**src/gtts_pkg.sv**
```systemverilog
// Shared widths, register indexes and state encodings of the tile task sequencer.
`default_nettype none

package gtts_pkg;

  localparam int unsigned DIM_W     = 16;         // dimension, index and extent width
  localparam int unsigned NUM_W     = 32;         // tile number width
  localparam int unsigned DIV_W     = DIM_W + 1;  // ceil-division dividend width
  localparam int unsigned CFG_IDX_W = 3;

  // Configuration register indexes
  localparam logic [CFG_IDX_W-1:0] CFG_ROWS  = CFG_IDX_W'(0);
  localparam logic [CFG_IDX_W-1:0] CFG_DEPTH = CFG_IDX_W'(1);
  localparam logic [CFG_IDX_W-1:0] CFG_COLS  = CFG_IDX_W'(2);
  localparam logic [CFG_IDX_W-1:0] CFG_SIDE  = CFG_IDX_W'(3);
  localparam logic [CFG_IDX_W-1:0] CFG_TPG   = CFG_IDX_W'(4);

  // Tile count recompute sequencer
  typedef enum logic {
    SEQ_IDLE,
    SEQ_DIV
  } seq_state_e;

  // Which dimension the shared divider works on
  typedef enum logic [1:0] {
    DIV_ROWS,
    DIV_DEPTH,
    DIV_COLS
  } div_sel_e;

endpackage

`default_nettype wire

```
**src/gtts_ceil_div.sv**
```systemverilog
// Bit-serial restoring divider, one quotient bit per cycle.
`default_nettype none

module gtts_ceil_div import gtts_pkg::*; (
  input  wire logic             clk_i,
  input  wire logic             rst_ni,
  input  wire logic             start_i,
  input  wire logic [DIV_W-1:0] dividend_i,
  input  wire logic [DIM_W-1:0] divisor_i,   // held stable while running
  output logic                  done_o,
  output logic [DIM_W-1:0]      quotient_o
);

  localparam int unsigned CNT_W = $clog2(DIV_W + 1);

  logic [DIM_W-1:0] rem_q, rem_d;
  logic [DIV_W-1:0] quo_q, quo_d;
  logic [CNT_W-1:0] cnt_q, cnt_d;
  logic             run_q, run_d;
  logic             done_q, done_d;
  logic [DIV_W-1:0] trial;
  logic [DIV_W-1:0] diff;
  logic             fits;

  assign trial = {rem_q, quo_q[DIV_W-1]};
  assign diff  = trial - {1'b0, divisor_i};
  assign fits  = trial >= {1'b0, divisor_i};

  always_comb begin
    rem_d  = rem_q;
    quo_d  = quo_q;
    cnt_d  = cnt_q;
    run_d  = run_q;
    done_d = 1'b0;
    if (start_i) begin
      rem_d = '0;
      quo_d = dividend_i;
      cnt_d = CNT_W'(DIV_W);
      run_d = 1'b1;
    end else if (run_q) begin
      // remainder stays below the divisor, so it fits DIM_W bits
      rem_d = fits ? diff[DIM_W-1:0] : trial[DIM_W-1:0];
      quo_d = {quo_q[DIV_W-2:0], fits};
      cnt_d = cnt_q - CNT_W'(1);
      if (cnt_q == CNT_W'(1)) begin
        run_d  = 1'b0;
        done_d = 1'b1;
      end
    end
  end

  always_ff @(posedge clk_i or negedge rst_ni) begin
    if (!rst_ni) begin
      cnt_q  <= '0;
      run_q  <= 1'b0;
      done_q <= 1'b0;
    end else begin
      cnt_q  <= cnt_d;
      run_q  <= run_d;
      done_q <= done_d;
    end
  end

  always_ff @(posedge clk_i) begin
    rem_q <= rem_d;
    quo_q <= quo_d;
  end

  assign done_o     = done_q;
  assign quotient_o = quo_q[DIM_W-1:0];

endmodule

`default_nettype wire

```
**src/gemm_tile_task_sequencer_core.sv**
```systemverilog
// Top level: blocked matrix product tile task sequencer.
//
// Channel   Dir  Handshake                 Payload
// in        in   in_valid_i / in_ready_o   restart_i
// out       out  out_valid_o / out_ready_i tile indices, extents, tile numbers, group
// cfg       in   cfg_we_i (no wait)        cfg_idx_i, cfg_wdata_i
//
// One word in, at most one word out, one word per cycle sustained while the sink
// keeps up and no recompute runs: the walk counters advance in the cycle a word
// is taken and the task lands in the output register, which is refilled while the
// sink takes the previous one. After a register write one shared bit-serial divider
// rebuilds the tile counts ceil(total/side), three divisions of 17 steps each, with
// input held off meanwhile. Reset loads the register defaults and a fresh walk, no
// recompute needed. A stalled sink holds the output register.
`default_nettype none

module gemm_tile_task_sequencer_core import gtts_pkg::*; (
  input  wire logic                 clk_i,
  input  wire logic                 rst_ni,
  // configuration
  input  wire logic                 cfg_we_i,
  input  wire logic [CFG_IDX_W-1:0] cfg_idx_i,
  input  wire logic [DIM_W-1:0]     cfg_wdata_i,
  // input word
  input  wire logic                 in_valid_i,
  output logic                      in_ready_o,
  input  wire logic                 restart_i,
  // result word
  output logic                      out_valid_o,
  input  wire logic                 out_ready_i,
  output logic [DIM_W-1:0]          tile_row_o,
  output logic [DIM_W-1:0]          tile_col_o,
  output logic [DIM_W-1:0]          tile_depth_o,
  output logic [DIM_W-1:0]          rows_valid_o,
  output logic [DIM_W-1:0]          depth_valid_o,
  output logic [DIM_W-1:0]          cols_valid_o,
  output logic [NUM_W-1:0]          left_tile_o,
  output logic [NUM_W-1:0]          right_tile_o,
  output logic [NUM_W-1:0]          dest_tile_o,
  output logic [NUM_W-1:0]          group_index_o,
  output logic [DIM_W-1:0]          group_slot_o,
  output logic                      is_last_o
);

  // ---------------------------------------------------------------- config
  logic [DIM_W-1:0] rows_total_q, depth_total_q, cols_total_q, tile_side_q, tpg_q;
  logic             cfg_hit;

  always_comb begin
    unique case (cfg_idx_i)
      CFG_ROWS, CFG_DEPTH, CFG_COLS, CFG_SIDE, CFG_TPG: cfg_hit = cfg_we_i;
      default:                                          cfg_hit = 1'b0;
    endcase
  end

  always_ff @(posedge clk_i or negedge rst_ni) begin
    if (!rst_ni) begin
      rows_total_q  <= DIM_W'(1);
      depth_total_q <= DIM_W'(1);
      cols_total_q  <= DIM_W'(1);
      tile_side_q   <= DIM_W'(1);
      tpg_q         <= DIM_W'(1);
    end else if (cfg_we_i) begin
      unique case (cfg_idx_i)
        CFG_ROWS:  rows_total_q  <= cfg_wdata_i;
        CFG_DEPTH: depth_total_q <= cfg_wdata_i;
        CFG_COLS:  cols_total_q  <= cfg_wdata_i;
        CFG_SIDE:  tile_side_q   <= cfg_wdata_i;
        CFG_TPG:   tpg_q         <= cfg_wdata_i;
        default: ;  // out-of-range index ignored
      endcase
    end
  end

  // ------------------------------------------------- tile count recompute
  seq_state_e       state_q, state_d;
  div_sel_e         sel_q, sel_d;
  logic             pend_q;
  logic             div_start, div_done, cnt_we;
  logic [DIV_W-1:0] div_total, dividend;
  logic [DIM_W-1:0] quotient;
  logic [DIM_W-1:0] n_rows_q, n_depth_q, n_cols_q;
  logic             busy;

  // next state
  always_comb begin
    state_d = state_q;
    sel_d   = sel_q;
    unique case (state_q)
      SEQ_IDLE: begin
        if (pend_q) begin
          state_d = SEQ_DIV;
          sel_d   = DIV_ROWS;
        end
      end
      SEQ_DIV: begin
        if (pend_q) begin
          sel_d = DIV_ROWS;  // fresh write: start over
        end else if (div_done) begin
          unique case (sel_q)
            DIV_ROWS:  sel_d = DIV_DEPTH;
            DIV_DEPTH: sel_d = DIV_COLS;
            default:   state_d = SEQ_IDLE;
          endcase
        end
      end
      default: state_d = SEQ_IDLE;
    endcase
  end

  // outputs
  always_comb begin
    div_start = pend_q;
    cnt_we    = 1'b0;
    if (state_q == SEQ_DIV && div_done && !pend_q) begin
      cnt_we = 1'b1;
      if (sel_q != DIV_COLS) begin
        div_start = 1'b1;
      end
    end
  end

  always_comb begin
    unique case (sel_d)
      DIV_ROWS:  div_total = {1'b0, rows_total_q};
      DIV_DEPTH: div_total = {1'b0, depth_total_q};
      default:   div_total = {1'b0, cols_total_q};
    endcase
  end

  // ceil(total/side) as floor((total + side - 1)/side)
  assign dividend = div_total + {1'b0, tile_side_q} - DIV_W'(1);

  gtts_ceil_div u_div (
    .clk_i      (clk_i),
    .rst_ni     (rst_ni),
    .start_i    (div_start),
    .dividend_i (dividend),
    .divisor_i  (tile_side_q),
    .done_o     (div_done),
    .quotient_o (quotient)
  );

  always_ff @(posedge clk_i or negedge rst_ni) begin
    if (!rst_ni) begin
      state_q   <= SEQ_IDLE;
      sel_q     <= DIV_ROWS;
      pend_q    <= 1'b0;
      n_rows_q  <= DIM_W'(1);
      n_depth_q <= DIM_W'(1);
      n_cols_q  <= DIM_W'(1);
    end else begin
      state_q <= state_d;
      sel_q   <= sel_d;
      pend_q  <= cfg_hit;
      if (cnt_we) begin
        unique case (sel_q)
          DIV_ROWS:  n_rows_q  <= quotient;
          DIV_DEPTH: n_depth_q <= quotient;
          default:   n_cols_q  <= quotient;
        endcase
      end
    end
  end

  assign busy = pend_q || (state_q != SEQ_IDLE);

  // ----------------------------------------------------------- walk state
  // fresh_q: walk starts over at the next word (after reset or a register write)
  logic             fresh_q, fresh_d;
  logic             done_q, done_d;
  logic [DIM_W-1:0] row_q, row_d, col_q, col_d, dep_q, dep_d, slot_q, slot_d;
  logic [DIM_W-1:0] rrow_q, rrow_d, rcol_q, rcol_d, rdep_q, rdep_d;  // remaining extents
  logic [NUM_W-1:0] dest_q, dest_d, group_q, group_d;
  logic [NUM_W-1:0] lbase_q, lbase_d, rbase_q, rbase_d;  // i*Q and q*J

  logic             cur_fresh, cur_done;
  logic [DIM_W-1:0] cur_row, cur_col, cur_dep, cur_slot;
  logic [DIM_W-1:0] cur_rrow, cur_rcol, cur_rdep;
  logic [NUM_W-1:0] cur_dest, cur_group, cur_lbase, cur_rbase;
  logic             empty, emit, in_fire, out_fire;
  logic             last_col, last_row, last_dep, slot_wrap, cur_last;
  logic [DIM_W-1:0] tpg_eff;
  logic [DIM_W-1:0] ext_rows, ext_cols, ext_dep;

  assign cur_fresh = restart_i || fresh_q;
  assign cur_done  = cur_fresh ? 1'b0 : done_q;
  assign cur_row   = cur_fresh ? '0 : row_q;
  assign cur_col   = cur_fresh ? '0 : col_q;
  assign cur_dep   = cur_fresh ? '0 : dep_q;
  assign cur_slot  = cur_fresh ? '0 : slot_q;
  assign cur_dest  = cur_fresh ? '0 : dest_q;
  assign cur_group = cur_fresh ? '0 : group_q;
  assign cur_lbase = cur_fresh ? '0 : lbase_q;
  assign cur_rbase = cur_fresh ? '0 : rbase_q;
  assign cur_rrow  = cur_fresh ? rows_total_q  : rrow_q;
  assign cur_rcol  = cur_fresh ? cols_total_q  : rcol_q;
  assign cur_rdep  = cur_fresh ? depth_total_q : rdep_q;

  assign empty = (rows_total_q == '0) || (depth_total_q == '0) ||
                 (cols_total_q == '0) || (tile_side_q == '0);
  assign emit  = !cur_done && !empty;

  assign tpg_eff   = (tpg_q == '0) ? DIM_W'(1) : tpg_q;
  assign last_col  = ({1'b0, cur_col}  + DIV_W'(1)) == {1'b0, n_cols_q};
  assign last_row  = ({1'b0, cur_row}  + DIV_W'(1)) == {1'b0, n_rows_q};
  assign last_dep  = ({1'b0, cur_dep}  + DIV_W'(1)) == {1'b0, n_depth_q};
  assign slot_wrap = ({1'b0, cur_slot} + DIV_W'(1)) == {1'b0, tpg_eff};
  assign cur_last  = last_col && last_row && last_dep;

  assign ext_rows = (cur_rrow < tile_side_q) ? cur_rrow : tile_side_q;
  assign ext_cols = (cur_rcol < tile_side_q) ? cur_rcol : tile_side_q;
  assign ext_dep  = (cur_rdep < tile_side_q) ? cur_rdep : tile_side_q;

  logic out_valid_q;

  assign in_ready_o = !busy && (!out_valid_q || out_ready_i);
  assign in_fire    = in_valid_i && in_ready_o;
  assign out_fire   = out_valid_q && out_ready_i;

  always_comb begin
    fresh_d = fresh_q;
    done_d  = done_q;
    row_d   = row_q;
    col_d   = col_q;
    dep_d   = dep_q;
    slot_d  = slot_q;
    dest_d  = dest_q;
    group_d = group_q;
    lbase_d = lbase_q;
    rbase_d = rbase_q;
    rrow_d  = rrow_q;
    rcol_d  = rcol_q;
    rdep_d  = rdep_q;
    if (cfg_hit) begin
      fresh_d = 1'b1;
    end else if (in_fire) begin
      fresh_d = 1'b0;
      done_d  = cur_done || empty;
      row_d   = cur_row;
      col_d   = cur_col;
      dep_d   = cur_dep;
      slot_d  = cur_slot;
      dest_d  = cur_dest;
      group_d = cur_group;
      lbase_d = cur_lbase;
      rbase_d = cur_rbase;
      rrow_d  = cur_rrow;
      rcol_d  = cur_rcol;
      rdep_d  = cur_rdep;
      if (emit) begin
        dest_d  = cur_dest + NUM_W'(1);
        slot_d  = slot_wrap ? '0 : cur_slot + DIM_W'(1);
        group_d = slot_wrap ? cur_group + NUM_W'(1) : cur_group;
        if (!last_col) begin
          col_d  = cur_col + DIM_W'(1);
          rcol_d = cur_rcol - tile_side_q;
        end else begin
          col_d  = '0;
          rcol_d = cols_total_q;
          if (!last_row) begin
            row_d   = cur_row + DIM_W'(1);
            rrow_d  = cur_rrow - tile_side_q;
            lbase_d = cur_lbase + {{(NUM_W-DIM_W){1'b0}}, n_depth_q};
          end else begin
            // row-major pass over destination tiles done: next depth tile, or end of walk
            row_d   = '0;
            rrow_d  = rows_total_q;
            lbase_d = '0;
            dest_d  = '0;
            group_d = '0;
            slot_d  = '0;
            if (!last_dep) begin
              dep_d   = cur_dep + DIM_W'(1);
              rdep_d  = cur_rdep - tile_side_q;
              rbase_d = cur_rbase + {{(NUM_W-DIM_W){1'b0}}, n_cols_q};
            end else begin
              dep_d   = '0;
              rdep_d  = depth_total_q;
              rbase_d = '0;
              done_d  = 1'b1;
            end
          end
        end
      end
    end
  end

  always_ff @(posedge clk_i or negedge rst_ni) begin
    if (!rst_ni) begin
      fresh_q <= 1'b1;
      done_q  <= 1'b0;
      row_q   <= '0;
      col_q   <= '0;
      dep_q   <= '0;
      slot_q  <= '0;
      dest_q  <= '0;
      group_q <= '0;
      lbase_q <= '0;
      rbase_q <= '0;
      rrow_q  <= DIM_W'(1);
      rcol_q  <= DIM_W'(1);
      rdep_q  <= DIM_W'(1);
    end else begin
      fresh_q <= fresh_d;
      done_q  <= done_d;
      row_q   <= row_d;
      col_q   <= col_d;
      dep_q   <= dep_d;
      slot_q  <= slot_d;
      dest_q  <= dest_d;
      group_q <= group_d;
      lbase_q <= lbase_d;
      rbase_q <= rbase_d;
      rrow_q  <= rrow_d;
      rcol_q  <= rcol_d;
      rdep_q  <= rdep_d;
    end
  end

  // ------------------------------------------------------ output register
  always_ff @(posedge clk_i or negedge rst_ni) begin
    if (!rst_ni) begin
      out_valid_q <= 1'b0;
    end else if (in_fire && emit) begin
      out_valid_q <= 1'b1;
    end else if (out_fire) begin
      out_valid_q <= 1'b0;
    end
  end

  always_ff @(posedge clk_i) begin
    if (in_fire && emit) begin
      tile_row_o    <= cur_row;
      tile_col_o    <= cur_col;
      tile_depth_o  <= cur_dep;
      rows_valid_o  <= ext_rows;
      depth_valid_o <= ext_dep;
      cols_valid_o  <= ext_cols;
      left_tile_o   <= cur_lbase + {{(NUM_W-DIM_W){1'b0}}, cur_dep};
      right_tile_o  <= cur_rbase + {{(NUM_W-DIM_W){1'b0}}, cur_col};
      dest_tile_o   <= cur_dest;
      group_index_o <= cur_group;
      group_slot_o  <= cur_slot;
      is_last_o     <= cur_last;
    end
  end

  assign out_valid_o = out_valid_q;

`ifndef SYNTH
  // no word taken while tile counts are being rebuilt
  assert property (@(posedge clk_i) disable iff (!rst_ni) busy |-> !in_ready_o)
    else $error("input taken during tile count recompute");

  // slot stays inside its group once the walk is under way
  assert property (@(posedge clk_i) disable iff (!rst_ni) !fresh_q |-> slot_q < tpg_eff)
    else $error("group slot out of range");

  // final task closes the walk
  assert property (@(posedge clk_i) disable iff (!rst_ni)
    (in_fire && emit && cur_last && !cfg_hit) |=> (done_q && out_valid_o && is_last_o))
    else $error("walk not closed after last task");
`endif

endmodule

`default_nettype wire

```
**config.mk**
```make
export PLATFORM = sky130hd
export DESIGN_NAME = gemm_tile_task_sequencer_core
export DESIGN_NICKNAME = d
export VERILOG_FILES = /design/src/gtts_pkg.sv /design/src/gtts_ceil_div.sv /design/src/gemm_tile_task_sequencer_core.sv
export SDC_FILE = /design/constraint.sdc
export NUM_CORES = 2
export LEC_CHECK = 0
export BUFFER_PORTS_ARGS = -buffer_cell sky130_fd_sc_hd__buf_4
export CORE_MARGIN = 5
export CORE_UTILIZATION = 40
export CTS_CLUSTER_DIAMETER = 100
export DETAILED_ROUTE_END_ITERATION = 7
export GPL_TIMING_DRIVEN = 1
export PLACE_DENSITY = 0.54
export SETUP_SLACK_MARGIN = 0.1
export SLEW_MARGIN = 0
export SYNTH_ARGS = -nofsm -noshare
export SYNTH_HDL_FRONTEND = slang
export SYNTH_SLANG_ARGS = --single-unit
```
**constraint.sdc**
```tcl
create_clock -name clk_i -period 16.95 [get_ports clk_i]
set_input_delay 0 -clock clk_i [delete_from_list [all_inputs] [get_ports clk_i]]
set_output_delay 0 -clock clk_i [all_outputs]
set_load 0.05 [all_outputs]
```
==> impl_metrics.py <==
metrics = {
    "status": {
        "status": "finished, final reports clean",
    },
    "sta": {
        "setup_tns_ns": 0,
        "slew_violations": 0,
        "tightest_slew_ns": 1.26,
        "layout_min_cycle_time_ns": 6.44,
        "setup_ws_ns": 10.51,
        "grt_setup_unrepaired": "no",
        "hold_viol_final": 0,
        "slew-limit-headroom_pct": 15.6,
        "setup_viol": 0,
        "fmax_mhz": 155,
        "skew_ns": 0.0326,
        "fin_crit_sh_pct": 38.0,
    },
    "job": {
        "max-cap-violations": 0,
    },
    "placed_design": {
        "dp_hpwl_um": 96900,
        "place_congestion": 0.931,
        "io_buffers": 267,
        "pre_cts_ws_ns": 10.59,
    },
    "floorplan": {
        "core_area_um2": 98300,
        "ioPinCount": 268,
        "die_w_um": 325,
        "fp.dieH_um": 325,
        "dieArea_um2": 105000,
        "start_util_pct": 40.3,
        "rows": 115,
    },
    "final_layout": {
        "nets": 4558,
        "drive_gt1_share_pct": 15.8,
        "fill_cells": 9379,
        "final_common_cell": "nand2_1",
        "syn2layout_area_growth_pct": 16.5,
        "antenna_cells": 0,
        "final_cell_mix": "nand2_1, dfrtp_1, buf_4, o21ai_0, edfxtp_1",
    },
    "worst_setup_path": {
        "cp.arrival_ns": 7.04,
        "crit_type": "reg2reg",
        "critPathCaptureType": "flip-flop",
        "cp_max_fo": 47,
        "critical_path_required_ns": 17.54,
        "start_kind": "flip-flop",
    },
    "clocking": {
        "post-cts-setup-buffer-count": 0,
        "cts_sinks": 656,
        "cts_root_buf": "clkbuf_16",
        "h-tree-depth": 3,
        "ctsHoldBuffers": 34,
        "clk_latency_ns": 0.67,
        "cts_tree": "yes",
        "clk_pin_slew_ns": 0.06,
        "cts_buffers": 79,
        "cts-resized-gates": 0,
        "clockBufferDepth": 3,
    },
    "synthesis": {
        "synthCells": 4123,
        "syn_nets": 4328,
        "synth_edf_count": 258,
        "avgSynthCellArea_um2": 9.60,
        "synth_area_um2": 39600,
        "seq_area_frac_synth_pct": 44.6,
        "ys_warn_count": 0,
        "ys_seq_elements": 656,
        "synth-main-ff-cell": "dfrtp_1",
        "netlist-cell-type-count": 97,
        "async_flop_share_pct": 58.2,
    },
    "detailed_routing": {
        "drt-total-wl_um": 136000,
        "drc": 0,
        "via_per_inst": 5.85,
        "first_pass_iters": 7,
        "route.antenna.remaining_nets": 0,
        "via_count": 33400,
        "drt_iter0_markers": 3056,
        "wl_per_cell_um": 23.9,
    },
    "pwr": {
        "p_leak_nw": 19.4,
        "p_total_w": 0.00563,
        "ir_drop_mv": 0.0940,
        "power_density_nw_per_um2": 122,
    },
    "grt": {
        "grt_start_max_net_pins": 164,
        "antenna_found_initial": 6,
        "overflow": 0,
        "grt_pass1_wl_um": 206000,
        "track_usage_pct": 25.0,
        "grt_pass1_vias": 32100,
    },
    "worst_hold_path": {
        "hp-class": "in2reg",
    },
}
power by group:
| part | internal (W) | switching, W |
|---|---|---|
| registers | 0.00187 | 0.000262 |
| clock network | 0.00103 | 0.000738 |
| logic | 0.000729 | 0.00100 |
synthesized netlist by cell type (26+ instances only):
library cell  count  share of area [%]
nand2_1         495                4.7
xnor2_1         135                3.0
or3_1            35               0.55
edfxtp_1        258                 20
a31oi_1         107                1.7
nor4_1           43               0.68
nor3_1           83                1.0
nor2_1          257                2.4
nand3_1         109                1.4
ha_1            171                5.4
nor2b_1          27               0.43
a21oi_1         231                2.9
and3_1           49               0.77
a211oi_1         46               0.87
o211ai_1         26               0.49
o21ai_0         267                3.4
o21a_1           27               0.51
dfrtp_1         370                 23
mux2i_1          67                1.7
and2_1          132                2.1
a21o_1           61                1.2
mux2_2          158                4.5
buf_1            31               0.29
nand4_1          73                1.2
xor2_1           77                1.7
nor3b_1          41               0.78
clkbuf_1        164                1.6
inv_1           143                1.4
critical path, stage by stage (launching register included):
cell and delay [ns]:
dfstp_2 0.70, buf_4 0.48, nor2_4 0.09, buf_4 0.27
and2_1 0.28, ha_1 0.33, nand3_1 0.26, xor2_1 0.21
a21oi_1 0.08, o311ai_0 0.65, or4b_1 0.68, nor3_2 0.20
buf_4 0.50, nand2_1 0.70, or4_1 0.70, a31oi_1 0.17
area by class of cell:
cell class	instances	area [um2]	share of cell area, %
inverters	144	541	1.17
clock inverters	40	460	0.999
multi-input cells	3103	20700	44.9
repair buffers	369	2910	6.30
clock buffers	107	2240	4.85
well taps	1287	1610	3.49
flip-flops and latches	656	17600	38.3
registers in the layout, summed over array words and instances (netlist names), 17 cells and up:
name / cells
u_div.quo_q: 17
right_tile_o: 32
group_index_o: 32
group_q: 32
left_tile_o: 32
rbase_q: 32
dest_tile_o: 32
lbase_q: 32
dest_q: 32
stage by stage:
step                instance area (um2)  hold slack (ns)  utilization, %  cells
global placement                  43000            0.110            43.8   5525
CTS                               46100           0.0425            46.9   5706
finish                            46100           0.0996            46.9   5706
floorplan                         39600           -0.296               -   4123
detailed placement                43000            0.104            43.8   5525
global route                      46100            0.113            46.9   5706
metal layers:
layer	global-route usage [%]	up-vias	part of all wire (%)
li1	-	15600	-
met1	34.9	16500	45
met2	40.2	1098	46
met3	3.63	221	6.3
met4	8.47	4	3.4
met5	0	-	0.020
worst paths after layout:
check / end / startpoint / depth (start not counted) / slack (ns)
setup / recovery: rbase_q[21]$_DFFE_PN0P_ / fresh_q$_DFFE_PN1P_ / 15 / 10.51
hold / removal: fresh_q$_DFFE_PN1P_ / in_valid_i / 3 / 0.1
setup reg to reg: rbase_q[21]$_DFFE_PN0P_ / fresh_q$_DFFE_PN1P_ / 15 / 10.51
hold reg to reg: lbase_q[27]$_DFFE_PN0P_ / lbase_q[27]$_DFFE_PN0P_ / 1 / 0.46
max in group asynchronous: rdep_q[1]$_DFFE_PN0P_ / rst_ni / 5 / 14.58
min in group asynchronous: slot_q[11]$_DFFE_PN0P_ / rst_ni / 3 / 0.40
kinds of logic (layout without fill, tap and decap cells):
family | Yosys count | in the layout | share of synthesized area (%)
adder cells (fa/ha/maj) | 180 | 180 | 5.86
flip-flops | 656 | 656 | 44.6
buffers and inverters | 364 | 660 | 3.55
multiplexers | 225 | 225 | 6.19
XOR/XNOR | 213 | 213 | 4.75
AND/OR/NAND/NOR | 1478 | 1478 | 18.9
AO/OA/AOI/OAI | 1007 | 1007 | 16.2
Note: power is estimated with default switching activity, not from simulation.
